--- config.mk ---
export PLATFORM = sky130hd
export DESIGN_NAME = bfm_cell
export DESIGN_NICKNAME = d
export VERILOG_FILES = /design/src/rtl/bfm_pkg.sv /design/src/rtl/bfm_ram.sv /design/src/rtl/bfm_cell.sv
export SDC_FILE = /design/constraint.sdc
export NUM_CORES = 2
export LEC_CHECK = 0
export ABC_CLOCK_PERIOD_IN_PS = 7490
export BUFFER_PORTS_ARGS = -buffer_cell sky130_fd_sc_hd__clkbuf_2
export CAP_MARGIN = 40
export CORE_MARGIN = 4
export CORE_UTILIZATION = 60
export CTS_CLUSTER_DIAMETER = 30
export DETAILED_ROUTE_END_ITERATION = 16
export PLACE_DENSITY = 0.76
export SETUP_SLACK_MARGIN = 0.4
export SLEW_MARGIN = 20
export SYNTH_ARGS = -nofsm -noshare
export SYNTH_HDL_FRONTEND = slang
export SYNTH_HIERARCHICAL = 1
export SYNTH_SLANG_ARGS = --single-unit
--- constraint.sdc ---
create_clock -name i_clk -period 7.49 [get_ports i_clk]
set_clock_uncertainty 0.15 [all_clocks]
set_input_delay 0.3745 -clock i_clk [delete_from_list [all_inputs] [get_ports i_clk]]
set_output_delay 0.3745 -clock i_clk [all_outputs]
set_load 0.01 [all_outputs]
--- src/rtl/bfm_pkg.sv ---
// Package: shared constants, item types and cell control for the flow-shop makespan core.
`default_nettype none
package bfm_pkg;
    localparam int MAX_MACHINES = 16;
    localparam int MAX_JOBS     = 256;
    localparam int JOB_AW       = (MAX_JOBS > 1) ? $clog2(MAX_JOBS) : 1;
    localparam int MACH_IW      = 4;
    localparam int CNT_W        = 5;
    localparam int MACH_SW      = (MAX_MACHINES > 1) ? $clog2(MAX_MACHINES) : 1;
    localparam int TIME_W       = 16;
    localparam int COMP_W       = 32;

    localparam logic REQ_LOAD = 1'b0;
    localparam logic REQ_EVAL = 1'b1;

    typedef struct packed {
        logic              req_type;
        logic [8:0]        job_number;
        logic [3:0]        machine_index;
        logic [TIME_W-1:0] proc_time;
        logic              first_job;
        logic              last_job;
    } t_in_item;

    typedef struct packed {
        logic [COMP_W-1:0] job_completion;
        logic              is_makespan;
    } t_out_item;

    typedef struct packed {
        logic clear;
        logic rd_en;
        logic zero_p;
        logic is_last;
    } t_cell_ctl;
endpackage
`default_nettype wire

--- src/rtl/bfm_ram.sv ---
// Generic single-port-write, registered-read RAM.
`default_nettype none
module bfm_ram #(
    parameter int WIDTH = 16,
    parameter int DEPTH = 256,
    parameter int AW    = (DEPTH > 1) ? $clog2(DEPTH) : 1
) (
    input  wire logic             i_clk,
    input  wire logic             i_we,
    input  wire logic [AW-1:0]    i_waddr,
    input  wire logic [WIDTH-1:0] i_wdata,
    input  wire logic             i_re,
    input  wire logic [AW-1:0]    i_raddr,
    output logic      [WIDTH-1:0] o_rdata
);
    logic [WIDTH-1:0] r_mem [DEPTH];

    always_ff @(posedge i_clk) begin
        if (i_we) begin
            r_mem[i_waddr] <= i_wdata;
        end
        if (i_re) begin
            o_rdata <= r_mem[i_raddr];
        end
    end
endmodule
`default_nettype wire

--- src/rtl/bfm_cell.sv ---
// One machine cell: processing-time column, completion register and chain step.
`default_nettype none
module bfm_cell
    import bfm_pkg::*;
(
    input  wire logic              i_clk,
    input  wire logic              i_rst_n,
    input  wire t_cell_ctl         i_ctl,
    input  wire logic              i_we,
    input  wire logic [JOB_AW-1:0] i_waddr,
    input  wire logic [TIME_W-1:0] i_wdata,
    input  wire logic [JOB_AW-1:0] i_raddr,
    input  wire logic              i_tok,
    input  wire logic [COMP_W-1:0] i_cur,
    input  wire logic [COMP_W-1:0] i_mc_next,
    output logic                   o_tok,
    output logic      [COMP_W-1:0] o_cur,
    output logic      [COMP_W-1:0] o_mc,
    output logic                   o_done
);
    logic [TIME_W-1:0] ram_q;
    logic [TIME_W-1:0] p;
    logic [COMP_W-1:0] raised;
    logic [COMP_W:0]   wide;
    logic [COMP_W-1:0] sum;
    logic [COMP_W-1:0] r_mc, n_mc;
    logic [COMP_W-1:0] r_cur, n_cur;
    logic              r_tok, n_tok;
    logic              r_wait, n_wait;
    logic              r_done, n_done;

    bfm_ram #(.WIDTH(TIME_W), .DEPTH(MAX_JOBS), .AW(JOB_AW)) u_ram (
        .i_clk  (i_clk),
        .i_we   (i_we),
        .i_waddr(i_waddr),
        .i_wdata(i_wdata),
        .i_re   (i_ctl.rd_en),
        .i_raddr(i_raddr),
        .o_rdata(ram_q)
    );

    always_comb begin
        p      = i_ctl.zero_p ? '0 : ram_q;
        raised = (i_cur > r_mc) ? i_cur : r_mc;
        wide   = {1'b0, raised} + {{(COMP_W + 1 - TIME_W){1'b0}}, p};
        sum    = wide[COMP_W] ? '1 : wide[COMP_W-1:0];
    end

    always_comb begin
        n_mc   = r_mc;
        n_cur  = r_cur;
        n_tok  = 1'b0;
        n_wait = 1'b0;
        n_done = 1'b0;
        if (i_ctl.clear) begin
            n_mc = '0;
        end
        if (r_wait) begin
            // departure from this machine waits for the next machine to free up
            n_mc = (r_cur > i_mc_next) ? r_cur : i_mc_next;
        end
        if (i_tok) begin
            n_cur = sum;
            if (i_ctl.is_last) begin
                n_mc   = sum;
                n_done = 1'b1;
            end else begin
                n_tok  = 1'b1;
                n_wait = 1'b1;
            end
        end
    end

    always_ff @(posedge i_clk) begin
        if (!i_rst_n) begin
            r_mc   <= '0;
            r_tok  <= 1'b0;
            r_wait <= 1'b0;
            r_done <= 1'b0;
        end else begin
            r_mc   <= n_mc;
            r_tok  <= n_tok;
            r_wait <= n_wait;
            r_done <= n_done;
        end
    end

    always_ff @(posedge i_clk) begin
        r_cur <= n_cur;
    end

    assign o_tok  = r_tok;
    assign o_cur  = r_cur;
    assign o_mc   = r_mc;
    assign o_done = r_done;
endmodule
`default_nettype wire

==> impl_metrics.toml <==
[logic_synthesis]
yosys_most_used_dff = "edfxtp_1"
yosys_warnings = 6
synth_cells = 8141
syn-num-nets = 8326
yosys.cell_types.count = 90
synth.yosys.seq_area_share_pct = 75.6
synth_area_um2 = 166000
async_reset_ff_share_pct = 0
postSynthAreaPerCell_um2 = 20.3
synth.ff_latch_count = 4178
synth-edff-count = 4144

[clocking]
tritoncts_num_sinks = 4178
cts.root.buffer_cell = "clkbuf_16"
cts_htree_levels = 6
cts_buffers = 632
cts_tree = "built"
cts-root-to-sink-buffers = 4
cts.reportedPaths.clkPinSlew_ns = 0.05
worst_skew_pair.late_latency_ns = 1.09

[setup_path]
critical_path.reg2reg.endpoint = "o_mc[19]"
rrSetupSlack_ns = 0.91
worst-endpoint-required_ns = 8.31
criticalPathCategory = "reg -> reg"
critical_path.endpoint_type = "flip-flop"
worst-path-max-fanout = 29
crit_path_start_kind = "flip-flop"
worst-r2r-cell-count = 19
data_arrival_time_of_the_critical_path_ns = 7.39
startpoint = "o_mc[28]"
reg_to_reg_start = "o_mc[28]"

[placed_design]
detailed_place_hpwl_um = 254000
worst_case_setup_slack_after_placement_ns = 1.47
numPortBuffers = 169
globalplace.congestion = 0.938

[floorplan]
placementRows = 192
die_h_um = 533
fp.dieW_um = 533
floorplan_die_area_um2 = 284000
initial_utilization_pct = 60.4
pin_count = 170
fp.coreArea_um2 = 274000

[sta]
grt_setup_unrepaired = "false"
final-hold-violation-count = 0
maximum_achievable_frequency_ghz = 0.152
finalWorstPathRequiredPeriod_ns = 6.58
hold_ws_ns = 0.0536
slew_viol_final = 0
max_slew.worst_pin.slew_ns = 1.28
setup-tns-final_ns = 0
slew_margin_rel_pct = 14.6
finalCritPeriodShare_pct = 87.8
finalSetupViolCount = 0
post-route-worst-setup-slack_ns = 0.913

[power]
post-layout-total-power_mw = 59.1
cellLeakagePower_nw = 64.8
ir_worst_vdd_v = 0.000304
power_density_nw_per_um2 = 302

[worst_hold_path]
timing.hold.worst.start = "i_cur[0]"
whs_endpoint = "o_cur[0]"
worstHoldPathType = "in -> reg"
hold_path_depth = 5

[finish]
finish.net_count = 9218
layout_overhead_on_the_synthesized_area_pct = 18.4
layout-drive-gt1-share_pct = 27.9

[global_routing]
grt_pass1_wl_um = 676000
grtUsageTotal_pct = 32.9
pin_count_of_the_biggest_net_entering_global_routing = 193
grt.overflow.total = 0
first_global_vias = 93000
antenna_violations_before_repair = 32

[drt]
wl_per_instance_um = 35.9
vias = 93100
drtIter0Drc = 14700
detailedRoute.firstPassIterationCount = 9
antenna_left = 0
route.detailed.vias_per_inst = 7.01
remaining_drc_errors = 0
routed_wl_um = 476000

[flow_run]
drv_cap = 0

[outcome]
status = "finished, final reports clean"
## per-layer routing
metal | global-route usage, % | routed length [µm]
met2 | 51.1 | 228000
met5 | 0 | 126
met4 | 16.9 | 26900
met1 | 43.6 | 162000
met3 | 8.62 | 59600
## registers in the layout, summed over array words and instances, names as in the netlist
name	cells
r_wait	1
o_done	1
o_cur	32
u_ram/r_mem	4096
o_mc	32
u_ram/o_rdata	16
## worst max path at each step
stage          depth (start not counted)  slack (ns)  endpoint
3_3_place_gp                          17        1.50  o_mc[16]
6_report                              19        0.91  o_mc[19]
3_5_place_dp                          17        1.47  o_mc[20]
4_1_cts                               19        0.70  o_mc[19]
2_1_floorplan                         22        2.57  o_mc[18]
5_1_grt                               19        0.62  o_mc[19]
## where the power goes
group	switching (mW)	leakage, nW	internal (mW)
Clock	11.4	10.5	18.7
Sequential	0.0804	37.6	25.8
Combinational	1.98	16.7	1.07
Total	13.4	64.8	45.6
## repair_timing
item / 4_1_cts / 5_1_grt
hold buffers: 118 / 0
buffers inserted: 0 / 0
endpoints found under the setup margin: 0 / 1
gates resized for setup: 0 / 1
endpoints found under the hold margin: 1790 / 0
## final cells by class
class / instances / area, µm²
clock buffer: 699 / 16300
clock inverter: 468 / 5680
sequential: 4178 / 125000
fill: 15000 / 78100
antenna: 24 / 60.1
multi-input combinational: 3398 / 37500
tap: 3686 / 4610
timing repair buffer: 745 / 6430
inverter: 78 / 305
## Yosys cell counts (all sizes together), types with 9 or more instances
cell / count / area [µm²]
nor2b: 27 / 176
mux4: 797 / 17900
xnor2: 29 / 254
clkbuf: 250 / 938
ha: 80 / 1000
nand4: 45 / 282
inv: 78 / 293
a22o: 32 / 280
edfxtp: 4144 / 124000
buf: 237 / 1900
o32ai: 21 / 191
o211ai: 9 / 67.6
nor4: 33 / 213
a211oi: 26 / 200
or2: 9 / 56.3
a221oi: 47 / 524
a22oi: 43 / 323
a21oi: 247 / 1240
nor2: 323 / 1210
nand3: 58 / 300
o31ai: 16 / 120
dfxtp: 34 / 681
nor3: 107 / 536
o221ai: 253 / 2220
a31oi: 20 / 125
a21o: 14 / 105
mux2: 107 / 1220
o21ai: 85 / 440
nand2: 123 / 462
mux2i: 585 / 5860
and3: 19 / 119
o22ai: 149 / 938
## worst max-delay path, stage by stage (launching register included)
cell,delay (ns)
dfxtp_1,0.49
inv_1,0.08
ha_1,0.28
nand4_1,0.16
nor4_2,0.53
nand3_1,0.21
o21ai_4,0.21
buf_4,0.55
mux2_2,0.41
ha_1,0.36
a21o_1,0.23
a31oi_1,0.21
o21ai_0,0.12
a221o_2,0.59
nand4_1,0.19
xnor2_1,0.16
dlygate4sd3_1,0.61
mux2i_1,0.11
a221oi_2,0.26
dlygate4sd3_1,0.57
## stage by stage
stage	utilization (%)	area (µm²)	cells
5_1_grt	71.5	196000	13300
2_1_floorplan	-	166000	8141
3_5_place_dp	62.9	173000	12000
4_1_cts	71.4	196000	13200
6_report	71.5	196000	13300
3_3_place_gp	62.7	172000	11900
## cells in the final DEF (no fill, tap or decap), types with 71 or more instances in the layout
cell	count
a21oi_1	246
buf_4	369
bufinv_16	79
clkbuf_16	641
clkbuf_2	148
clkinv_1	71
clkinv_2	80
clkinvlp_4	72
dlygate4sd3_1	118
edfxtp_1	4144
ha_1	80
inv_1	75
inv_6	71
mux2_2	103
mux2i_1	584
mux4_2	797
nand2_1	122
nor2_1	294
nor3_1	105
o21ai_0	78
o221ai_1	252
o22ai_1	148
## logic make-up (layout without fill, tap and decap cells)
kind of cell,Yosys count,after routing,synth area share (%)
xor+xnor,37,37,0.196
simple gates,777,777,2.18
mux,1489,1489,15.1
buf+inv,565,1990,1.89
fa+ha+maj,81,81,0.617
flops,4178,4178,75.6
compound gates,1014,1014,4.41
other cells,0,24,0
Power figures use the tool's default switching activity.
